[src/rtl/vpd_pkg.sv]
// Shared types, constants and a helper function of the volume plane decimator.
package vpd_pkg;

  // Axis geometry: sizes up to MAX_AXIS, indexes below it.
  localparam int MAX_AXIS   = 4096;
  localparam int AXIS_W     = $clog2(MAX_AXIS);
  localparam int SIZE_W     = AXIS_W + 1;
  // Accumulators reach MAX_AXIS squared.
  localparam int ACC_W      = 2 * AXIS_W + 1;
  localparam int VALUE_BITS = 32;
  localparam int NUM_AXES   = 3;

  // Configuration port.
  localparam int CFG_IDX_W  = 3;
  localparam int CFG_DATA_W = 13;
  localparam int NUM_REGS   = 6;

  // Register values after reset.
  localparam int RESET_SIZE = 256;
  localparam int RESET_DROP = 0;

  typedef enum logic [CFG_IDX_W-1:0] {
    REG_SIZE_X = 3'd0,
    REG_SIZE_Y = 3'd1,
    REG_SIZE_Z = 3'd2,
    REG_DROP_X = 3'd3,
    REG_DROP_Y = 3'd4,
    REG_DROP_Z = 3'd5
  } cfg_reg_t;

  // Effective settings of one axis.
  typedef struct packed {
    logic [SIZE_W-1:0] size;
    logic [AXIS_W-1:0] drop;
  } axis_cfg_t;

  // Per-axis status for the current index.
  typedef struct packed {
    logic discarded;
    logic last;
  } axis_stat_t;

  // Clamp raw register values into the legal range of one axis.
  function automatic axis_cfg_t eff_axis(input logic [SIZE_W-1:0] size_raw,
                                         input logic [AXIS_W-1:0] drop_raw);
    axis_cfg_t res;
    if (size_raw == '0) begin
      res.size = SIZE_W'(1);
    end else if (size_raw > SIZE_W'(MAX_AXIS)) begin
      res.size = SIZE_W'(MAX_AXIS);
    end else begin
      res.size = size_raw;
    end
    if ({1'b0, drop_raw} >= res.size) begin
      res.drop = AXIS_W'(res.size - SIZE_W'(1));
    end else begin
      res.drop = drop_raw;
    end
    return res;
  endfunction

endpackage

[src/rtl/vpd_cfg.sv]
// Configuration register file with clamping of sizes and drop counts.
module vpd_cfg (
  input  logic                           clk,
  input  logic                           rst,
  input  logic                           cfg_valid,
  input  logic [vpd_pkg::CFG_IDX_W-1:0]  cfg_index,
  input  logic [vpd_pkg::CFG_DATA_W-1:0] cfg_data,
  output vpd_pkg::axis_cfg_t             axis_cfg [vpd_pkg::NUM_AXES],
  output logic                           restart
);
  import vpd_pkg::*;

  logic [SIZE_W-1:0] size_reg      [NUM_AXES];
  logic [AXIS_W-1:0] drop_reg      [NUM_AXES];
  logic [SIZE_W-1:0] size_reg_next [NUM_AXES];
  logic [AXIS_W-1:0] drop_reg_next [NUM_AXES];
  logic              hit;

  // Decode the write; an index past the register list changes nothing.
  always_comb begin
    size_reg_next = size_reg;
    drop_reg_next = drop_reg;
    hit           = 1'b0;
    if (cfg_valid) begin
      unique case (cfg_reg_t'(cfg_index))
        REG_SIZE_X: begin size_reg_next[0] = SIZE_W'(cfg_data); hit = 1'b1; end
        REG_SIZE_Y: begin size_reg_next[1] = SIZE_W'(cfg_data); hit = 1'b1; end
        REG_SIZE_Z: begin size_reg_next[2] = SIZE_W'(cfg_data); hit = 1'b1; end
        REG_DROP_X: begin drop_reg_next[0] = AXIS_W'(cfg_data); hit = 1'b1; end
        REG_DROP_Y: begin drop_reg_next[1] = AXIS_W'(cfg_data); hit = 1'b1; end
        REG_DROP_Z: begin drop_reg_next[2] = AXIS_W'(cfg_data); hit = 1'b1; end
        default: begin
          hit = 1'b0;
        end
      endcase
    end
  end

  always_ff @(posedge clk) begin
    if (rst) begin
      for (int i = 0; i < NUM_AXES; i++) begin
        size_reg[i] <= SIZE_W'(RESET_SIZE);
        drop_reg[i] <= AXIS_W'(RESET_DROP);
      end
    end else begin
      size_reg <= size_reg_next;
      drop_reg <= drop_reg_next;
    end
  end

  // The axes see the settings being written so a restart loads the new values.
  always_comb begin
    for (int i = 0; i < NUM_AXES; i++) begin
      axis_cfg[i] = eff_axis(size_reg_next[i], drop_reg_next[i]);
    end
  end

  assign restart = hit;

endmodule

[src/rtl/vpd_axis.sv]
// Position tracker of one axis with exact integer discard test.
module vpd_axis (
  input  logic                       clk,
  input  logic                       rst,
  input  vpd_pkg::axis_cfg_t         cfg,
  input  logic                       restart,
  input  logic                       step,
  output vpd_pkg::axis_stat_t        stat,
  output logic [vpd_pkg::AXIS_W-1:0] kept_idx
);
  import vpd_pkg::*;

  logic [AXIS_W-1:0] pos;
  logic [AXIS_W-1:0] kept;
  logic [AXIS_W-1:0] cnt;
  logic [ACC_W-1:0]  discard_acc;
  logic [ACC_W-1:0]  bound_acc;
  logic [ACC_W-1:0]  drop_inc;

  // Index is dropped while drops remain and N*(c+1) < (D+1)*(pos+1).
  assign stat.discarded = (cnt < cfg.drop) && (discard_acc < bound_acc);
  assign stat.last      = (SIZE_W'(pos) + SIZE_W'(1)) >= cfg.size;
  assign kept_idx       = kept;
  assign drop_inc       = ACC_W'(cfg.drop) + ACC_W'(1);

  always_ff @(posedge clk) begin
    if (rst) begin
      pos         <= '0;
      kept        <= '0;
      cnt         <= '0;
      discard_acc <= ACC_W'(RESET_SIZE);
      bound_acc   <= ACC_W'(RESET_DROP + 1);
    end else if (restart || (step && stat.last)) begin
      // New scan, or wrap at the end of the axis.
      pos         <= '0;
      kept        <= '0;
      cnt         <= '0;
      discard_acc <= ACC_W'(cfg.size);
      bound_acc   <= drop_inc;
    end else if (step) begin
      if (stat.discarded) begin
        cnt         <= cnt + AXIS_W'(1);
        discard_acc <= discard_acc + ACC_W'(cfg.size);
      end else begin
        kept <= kept + AXIS_W'(1);
      end
      pos       <= pos + AXIS_W'(1);
      bound_acc <= bound_acc + drop_inc;
    end
  end

endmodule

[src/rtl/volume_plane_decimator_top.sv]
// Top level of the volume plane decimator.
//
// Voxels enter on the input channel (in_valid, in_stall, voxel_value) in
// raster order, x fastest, then y, then z. Each beat is tested against the
// discard pattern of its x column, y row and z plane; a kept voxel leaves
// on the output channel (out_valid, out_stall) with its coarse coordinates,
// a dropped voxel produces no beat.
// A kept voxel accepted at one edge is shown in the output register from the
// next cycle on. One voxel is taken every cycle while the input is not stalled;
// the rate is set by the per-axis counters and accumulators.
// When the receiver stalls, the output register holds its beat and the
// input is stalled only while a beat waits there; dropped voxels are still
// consumed whenever the output register is empty or being drained.
// The configuration port (cfg_valid, cfg_ready, cfg_index, cfg_data) is
// always ready; any write to a listed register restarts the scan at voxel
// (0,0,0). Reset loads sizes of 256, drop counts of 0, empties the output
// register and restarts the scan. The scan wraps after the last voxel.
module volume_plane_decimator_top (
  input  logic                             clk,
  input  logic                             rst,
  input  logic                             in_valid,
  output logic                             in_stall,
  input  logic [vpd_pkg::VALUE_BITS-1:0]   voxel_value,
  output logic                             out_valid,
  input  logic                             out_stall,
  output logic [vpd_pkg::VALUE_BITS-1:0]   kept_value,
  output logic [vpd_pkg::AXIS_W-1:0]       coarse_x,
  output logic [vpd_pkg::AXIS_W-1:0]       coarse_y,
  output logic [vpd_pkg::AXIS_W-1:0]       coarse_z,
  input  logic                             cfg_valid,
  output logic                             cfg_ready,
  input  logic [vpd_pkg::CFG_IDX_W-1:0]    cfg_index,
  input  logic [vpd_pkg::CFG_DATA_W-1:0]   cfg_data
);
  import vpd_pkg::*;

  axis_cfg_t         axis_cfg [NUM_AXES];
  axis_stat_t        stat     [NUM_AXES];
  logic [AXIS_W-1:0] kept_idx [NUM_AXES];
  logic [NUM_AXES-1:0] step;
  logic              restart;
  logic              accept;
  logic              keep;

  assign cfg_ready = 1'b1;

  vpd_cfg u_cfg (
    .clk       (clk),
    .rst       (rst),
    .cfg_valid (cfg_valid),
    .cfg_index (cfg_index),
    .cfg_data  (cfg_data),
    .axis_cfg  (axis_cfg),
    .restart   (restart)
  );

  // Stall only while a finished beat waits in the output register.
  assign in_stall = out_valid && out_stall;
  assign accept   = in_valid && !in_stall;

  // An outer axis moves only when every inner axis wraps.
  assign step[0] = accept;
  assign step[1] = step[0] && stat[0].last;
  assign step[2] = step[1] && stat[1].last;

  for (genvar a = 0; a < NUM_AXES; a++) begin : g_axis
    vpd_axis u_axis (
      .clk      (clk),
      .rst      (rst),
      .cfg      (axis_cfg[a]),
      .restart  (restart),
      .step     (step[a]),
      .stat     (stat[a]),
      .kept_idx (kept_idx[a])
    );
  end

  assign keep = !stat[0].discarded && !stat[1].discarded && !stat[2].discarded;

  // Output register: valid bit under reset, payload loaded when a kept voxel is accepted.
  always_ff @(posedge clk) begin
    if (rst) begin
      out_valid <= 1'b0;
    end else if (accept) begin
      out_valid <= keep;
    end else if (!out_stall) begin
      out_valid <= 1'b0;
    end
  end

  always_ff @(posedge clk) begin
    if (accept && keep) begin
      kept_value <= voxel_value;
      coarse_x   <= kept_idx[0];
      coarse_y   <= kept_idx[1];
      coarse_z   <= kept_idx[2];
    end
  end

endmodule

[config.mk]
export PLATFORM = sky130hd
export DESIGN_NAME = volume_plane_decimator_top
export DESIGN_NICKNAME = d
export VERILOG_FILES = /design/src/rtl/vpd_pkg.sv /design/src/rtl/vpd_cfg.sv /design/src/rtl/vpd_axis.sv /design/src/rtl/volume_plane_decimator_top.sv
export SDC_FILE = /design/constraint.sdc
export NUM_CORES = 1
export LEC_CHECK = 0
export BUFFER_PORTS_ARGS = -buffer_cell sky130_fd_sc_hd__buf_2
export CORE_MARGIN = 2
export CORE_UTILIZATION = 53
export CTS_CLUSTER_DIAMETER = 60
export DETAILED_ROUTE_END_ITERATION = 10
export PLACE_DENSITY = 0.77
export SLEW_MARGIN = 20
export SYNTH_ARGS = -nofsm -noshare
export SYNTH_HDL_FRONTEND = slang
export SYNTH_SLANG_ARGS = --single-unit
[constraint.sdc]
create_clock -name clk -period 22.2 [get_ports clk]
set_input_delay 5.55 -clock clk [delete_from_list [all_inputs] [get_ports clk]]
set_output_delay 5.55 -clock clk [all_outputs]
set_load 0.01 [all_outputs]
==> results of run 1 <==
[how the worst max path moves through the flow]
| stage | from | endpoint | slack, ns | cells after the start |
|---|---|---|---|---|
| 2_1_floorplan | cfg_index[1] | coarse_x[0] | 9.89 | 25 |
| 3_5_place_dp | cfg_index[2] | kept_value[0] | 8.52 | 24 |
| 5_1_grt | cfg_index[2] | kept_value[11] | 8.53 | 24 |
| 3_3_place_gp | cfg_index[2] | kept_value[28] | 8.54 | 24 |
| 4_1_cts | cfg_index[2] | kept_value[26] | 9.12 | 24 |
| 6_report | cfg_index[2] | kept_value[15] | 9.10 | 24 |
[through the flow]
| step | hold slack [ns] | setup slack (ns) |
|---|---|---|
| 3_3_place_gp | 0.4436 | 8.541 |
| 5_1_grt | 0.4813 | 8.529 |
| 3_5_place_dp | 0.4453 | 8.522 |
| 6_report | 0.4684 | 9.101 |
| 4_1_cts | 0.4683 | 9.122 |
| 2_1_floorplan | 0.4172 | 9.886 |
[critical path, stage by stage]
cell and delay (ns):
buf_2 0.16, or4b_1 0.88, mux2i_2 0.42, inv_2 0.22, xnor2_1 0.57, nor2_1 0.25, inv_1 0.14, ha_1 0.26
a2111o_1 0.39, a211oi_1 0.32, o31a_1 0.31, nor2_1 0.19, a21oi_1 0.42, inv_1 0.08, ha_1 0.31, nand4_1 0.16
nor2_1 0.19, o21ai_0 0.13, and4_1 0.19, o221ai_1 0.07, a221oi_1 0.14, a21oi_1 0.78, o211a_4 0.32, buf_4 0.77
[report_power, final]
part / switching, mW / total [mW] / internal (mW)
combinational: 0.388 / 0.624 / 0.236
clock: 0.325 / 0.820 / 0.495
sequential: 0.0375 / 0.853 / 0.815
total: 0.750 / 2.30 / 1.55
[final cells by class]
type	count	area (um2)
Fill cell	4371	20420
Multi-Input combinational cell	2405	16760
Sequential cell	402	8728
Clock buffer	64	1333
Tap cell	672	840.8
Inverter	213	799.5
Timing Repair Buffer	143	770.7
Clock inverter	23	311.5
[kinds of logic (layout without fill, tap and decap cells)]
group / after synthesis / in the layout / share of synthesized area (%)
flops: 402 / 402 / 32.71
mux: 119 / 119 / 4.608
xor+xnor: 252 / 252 / 8.270
buf+inv: 326 / 443 / 4.787
compound gates: 655 / 655 / 16.20
simple gates: 1093 / 1093 / 19.88
fa+ha+maj: 285 / 285 / 13.53
other cells: 1 / 1 / 0.01405
[cell usage in the layout, fill, tap and decap left out, types with 18 or more instances in the layout]
cell type,n
o21ai_0,111
nor3_1,72
xor2_1,102
and2_1,28
nor4_1,26
and3_1,58
ha_1,279
or4_1,18
clkbuf_16,49
xnor2_1,150
nor2_1,402
dfxtp_1,334
nand2_1,197
nand3_1,76
a21oi_1,198
edfxtp_1,68
buf_2,121
buf_4,22
o31ai_1,27
a211oi_1,50
nor2b_1,32
a31oi_1,30
o21a_1,21
nand4_1,63
mux2i_1,99
inv_1,210
a21o_1,62
or3_1,33
[routing by layer]
| layer | wire (um) | vias up | part of all wire, % |
|---|---|---|---|
| li1 | - | 11353 | - |
| met5 | 39 | - | 0.057 |
| met3 | 3920 | 199 | 5.7 |
| met2 | 31850 | 672 | 46 |
| met4 | 2769 | 6 | 4.0 |
| met1 | 30120 | 10614 | 44 |
==> results.py, run 1 <==
metrics = {
    "yosys": {
        "synth_edf_count": 68,
        "yosysTopAreaCell": "dfxtp_1",
        "ys_ff_latch": 402,
        "synth_warnings": 0,
        "ys.flop_type": "dfxtp_1",
        "syn_nets": 3471,
        "synth-async-reset-ratio_pct": 0,
        "synth_most_common_cell": "nor2_1",
        "synth_area_per_cell_um2": 8.518,
        "synth.cell_area_um2": 26690,
        "synth_cells": 3133,
        "synthTopCellsByArea": "dfxtp_1 25%, ha_1 13%, edfxtp_1 7.7%",
        "yosysUniqueCellTypes": 100,
        "ys_seq_area_share_pct": 32.71,
        "synth.top_cell.area_share_pct": 25.05,
        "synth_top_cells_by_count": "403 x nor2_1, 334 x dfxtp_1, 279 x ha_1",
    },
    "setup_path": {
        "worstSetupStartpointType": "primary input",
        "cp_max_fo": 68,
        "worst_ep_required_time_ns": 22.40,
        "cp_data_arrival_time_ns": 13.30,
        "crit_type": "in2reg",
        "crit_path_end_kind": "register",
        "r2r_cells": 23,
        "r2r_start": "u_cfg.size_reg[31]",
        "ff2ff_setup_slack_ns": 14.56,
        "r2r_end": "kept_value[15]",
    },
    "floorplanning": {
        "rows": 82,
        "die-area_um2": 52170,
        "start_util_pct": 53.41,
        "core_area_um2": 49970,
        "ios": 124,
        "die_x_um": 228.4,
        "die_h_um": 228.4,
    },
    "min_path": {
        "holdPathStages": 0,
        "min_path_type": "reg2reg",
        "min_to": "coarse_y[11]",
        "hp-start": "g_axis[1].u_axis.kept_idx[11]",
    },
    "timing": {
        "fin_crit_ns": 13.10,
        "finalSetupTns_ns": 0,
        "drv_slew": 0,
        "tightest_slew_ns": 1.038,
        "max_slew_margin_pct": 30.19,
        "hold_viol": 0,
        "rsz0062_at_grt": "false",
        "timing.fmax_mhz": 76.34,
        "finClkSkew_ns": 0.01421,
        "setup_violations": 0,
        "post-route-period-util_pct": 59.01,
    },
    "layout": {
        "antenna_cells": 0,
        "area_delta_synth_final_pct": 10.71,
        "utilization_pct": 59.14,
        "final_net_count": 3551,
        "stdcell_count": 3922,
        "final_area_um2": 29550,
        "drive_gt1_share_pct": 9.262,
    },
    "power": {
        "powerDensity_nw_per_um2": 77.73,
        "ir_drop_mv": 0.06718,
        "finalPower_mw": 2.297,
        "p_leak_nw": 12.65,
    },
    "cts": {
        "cts_tree": "built",
        "cts_setup_buffers": 0,
        "clockRootBuffer": "clkbuf_16",
        "hold_buffers": 0,
        "h-tree-depth": 2,
        "clk_pin_slew_ns": 0.06,
        "cts_buffer_depth": 3,
        "clock_latency_ns": 0.59,
        "clock-sinks": 402,
        "ctsResizeCount": 0,
        "numCtsBuffers": 48,
    },
    "grt": {
        "use_met3_pct": 4.054,
        "track_usage_pct": 25.59,
        "grt_util_met2_pct": 43.34,
        "busiest_layer": "met2",
        "grt_max_degree": 69,
        "overflow": 0,
        "antenna_found_initial": 4,
        "grt_pass1_wl_um": 110000,
        "gr-usage-met1_pct": 32.73,
        "grt_pass1_vias": 21271,
    },
    "route": {
        "drt_pre_antenna_iters": 6,
        "post_drt_via_cell_ratio": 5.825,
        "route.detailed.drc": 0,
        "ant_nets": 0,
        "drt_wl_total_um": 68700,
        "vias": 22844,
        "wire_per_inst_um": 17.52,
        "drtIter0Drc": 1844,
    },
    "flow_run": {
        "cap_violations": 0,
    },
    "place": {
        "place_area_um2": 27870,
        "portBuffers": 122,
        "dpl.hpwl_um": 50870,
        "dp_cells": 3835,
        "place.gp.congestion": 0.9731,
    },
    "outcome": {
        "status": "complete, no violations",
    },
}
(Power assumes the default switching activity.)
==> run 2, diff against run 1 <==
--- a/config.mk
+++ b/config.mk
@@ -10,7 +10,7 @@
 export CORE_UTILIZATION = 53
 export CTS_CLUSTER_DIAMETER = 60
 export DETAILED_ROUTE_END_ITERATION = 10
-export PLACE_DENSITY = 0.77
+export PLACE_DENSITY = 0.8
 export SLEW_MARGIN = 20
 export SYNTH_ARGS = -nofsm -noshare
 export SYNTH_HDL_FRONTEND = slang
==> constraint.sdc (replaced) <==
create_clock -name clk -period 10.9 [get_ports clk]
set_input_delay 2.725 -clock clk [delete_from_list [all_inputs] [get_ports clk]]
set_output_delay 2.725 -clock clk [all_outputs]
set_load 0.01 [all_outputs]
==> results.py, run 2 (synthesis gave the netlist of run 1 again) <==
metrics = {
    "outcome": {
        "status": "complete, no violations",
    },
    "layout": {
        "final_net_count": 3569,
        "utilization_pct": 59.37,
        "antenna_cells": 0,
        "stdcell_count": 3941,
        "n_fill_cell": 4407,
        "final_area_um2": 29660,
        "final_common_cell": "nor2_1",
        "area_delta_synth_final_pct": 11.14,
        "final_cell_mix": "402 x nor2_1, 334 x dfxtp_1, 279 x ha_1, 210 x inv_1, 198 x a21oi_1",
        "drive_gt1_share_pct": 9.728,
    },
    "cts": {
        "numCtsBuffers": 47,
        "clk_pin_slew_ns": 0.06,
        "clock-sinks": 402,
        "clock_latency_ns": 0.59,
        "h-tree-depth": 2,
        "cts_setup_buffers": 0,
        "hold_buffers": 0,
        "cts_buffer_depth": 3,
        "cts_tree": "built",
        "ctsResizeCount": 0,
        "clockRootBuffer": "clkbuf_16",
    },
    "timing": {
        "drv_slew": 0,
        "hold_viol": 0,
        "rsz0062_at_grt": "false",
        "post-route-period-util_pct": 92.18,
        "finClkSkew_ns": 0.02831,
        "fin_crit_ns": 10.05,
        "hold_slack_ns": 0.4602,
        "setup_violations": 0,
        "max_slew_margin_pct": 30.91,
        "timing.fmax_mhz": 99.53,
        "finalSetupTns_ns": 0,
        "setup_ws_ns": 0.8526,
        "tightest_slew_ns": 1.036,
    },
    "floorplanning": {
        "ios": 124,
        "core_area_um2": 49970,
        "die-area_um2": 52170,
        "die_x_um": 228.4,
        "rows": 82,
        "die_h_um": 228.4,
        "start_util_pct": 53.41,
    },
    "setup_path": {
        "crit_type": "in2reg",
        "r2r_cells": 23,
        "setup.worst_path.start": "cfg_index[2]",
        "worst_ep_required_time_ns": 11.17,
        "cp_max_fo": 48,
        "r2r_start": "u_cfg.size_reg[31]",
        "cp_data_arrival_time_ns": 10.32,
        "crit_path_end_kind": "register",
        "worstSetupStartpointType": "primary input",
    },
    "power": {
        "pwr-share-clk_pct": 35.5,
        "powerDensity_nw_per_um2": 157.6,
        "switchingPower_mw": 1.535,
        "finalPower_mw": 4.675,
        "p_sw_share_pct": 32.83,
        "power_frac_seq_pct": 37.2,
        "ir_drop_mv": 0.1217,
        "p_comb_share_pct": 27.3,
        "p_leak_nw": 12.72,
        "p_int_mw": 3.141,
    },
    "min_path": {
        "min_path_type": "reg2reg",
        "holdPathStages": 0,
        "hp-start": "g_axis[0].u_axis.kept_idx[11]",
    },
    "flow_run": {
        "cap_violations": 0,
    },
    "place": {
        "dp_cells": 3854,
        "dp_slack_ns": 0.4088,
        "dpl.hpwl_um": 50660,
        "place.gp.congestion": 0.9913,
        "portBuffers": 122,
        "place_area_um2": 28020,
    },
    "route": {
        "route.detailed.drc": 0,
        "vias": 23086,
        "drt_pre_antenna_iters": 6,
        "post_drt_via_cell_ratio": 5.858,
        "wire_per_inst_um": 17.62,
        "ant_nets": 0,
        "drt_wl_total_um": 69450,
        "drtIter0Drc": 1664,
    },
    "grt": {
        "grt_max_degree": 103,
        "antenna_found_initial": 2,
        "grt_pass1_vias": 21603,
        "track_usage_pct": 25.83,
        "overflow": 0,
        "grt_pass1_wl_um": 111400,
    },
}
[run 2: changes by cell type in the layout (fill, tap and decap cells not counted), moves of 2 or more]
cell	delta
clkbuf_1	-3
clkinvlp_4	+3
buf_4	+18
clkinv_1	+2
[run 2: final timing paths]
kind	endpoint	slack [ns]
hold reg to reg	coarse_x[11]	0.46
hold / removal	coarse_x[11]	0.46
setup reg to reg	kept_value[13]	3.18
setup / recovery	kept_value[13]	0.85
[run 2: power groups by stage]
stage	combinational [mW]	clock, mW	sequential (mW)
after global routing	1.42	1.75	1.75
after CTS	1.26	1.69	1.74
after floorplan	0.887	0	1.78
after global placement	1.23	0	1.77
final	1.28	1.66	1.74
after detailed placement	1.25	0	1.77
[run 2: cell type report]
cell class / count / area, um2 / share of cell area [%]
Tap cell: 672 / 840.8 / 2.835
Multi-Input combinational cell: 2405 / 16740 / 56.45
Sequential cell: 402 / 8728 / 29.43
Clock inverter: 25 / 286.5 / 0.9660
Inverter: 213 / 799.5 / 2.695
Clock buffer: 62 / 1346 / 4.539
Timing Repair Buffer: 162 / 917.1 / 3.092
[run 2: worst max-delay path: stages]
cell	delay, ns
buf_2	0.16
or4b_1	0.60
buf_4	0.24
o32a_1	0.40
xnor2_1	0.48
nor2_1	0.23
inv_1	0.14
ha_1	0.25
a2111o_1	0.40
a211oi_1	0.33
o31a_1	0.34
nor2_1	0.21
a21oi_1	0.54
inv_1	0.12
ha_1	0.32
nand4_1	0.12
nor2_1	0.15
o21ai_0	0.10
and4_1	0.18
o221ai_1	0.08
a221oi_1	0.16
a21oi_1	0.86
o211a_4	0.81
buf_4	0.34
[run 2: metal layers]
metal / GRT usage, % / vias up / wire length, um / part of all wire, %
li1: - / 11404 / - / -
met2: 44.60 / 717 / 33040 / 48
met3: 4.079 / 138 / 4306 / 6.2
met4: 8.967 / 4 / 1959 / 2.8
met1: 32.75 / 10823 / 30110 / 43
met5: 0 / - / 26 / 0.037
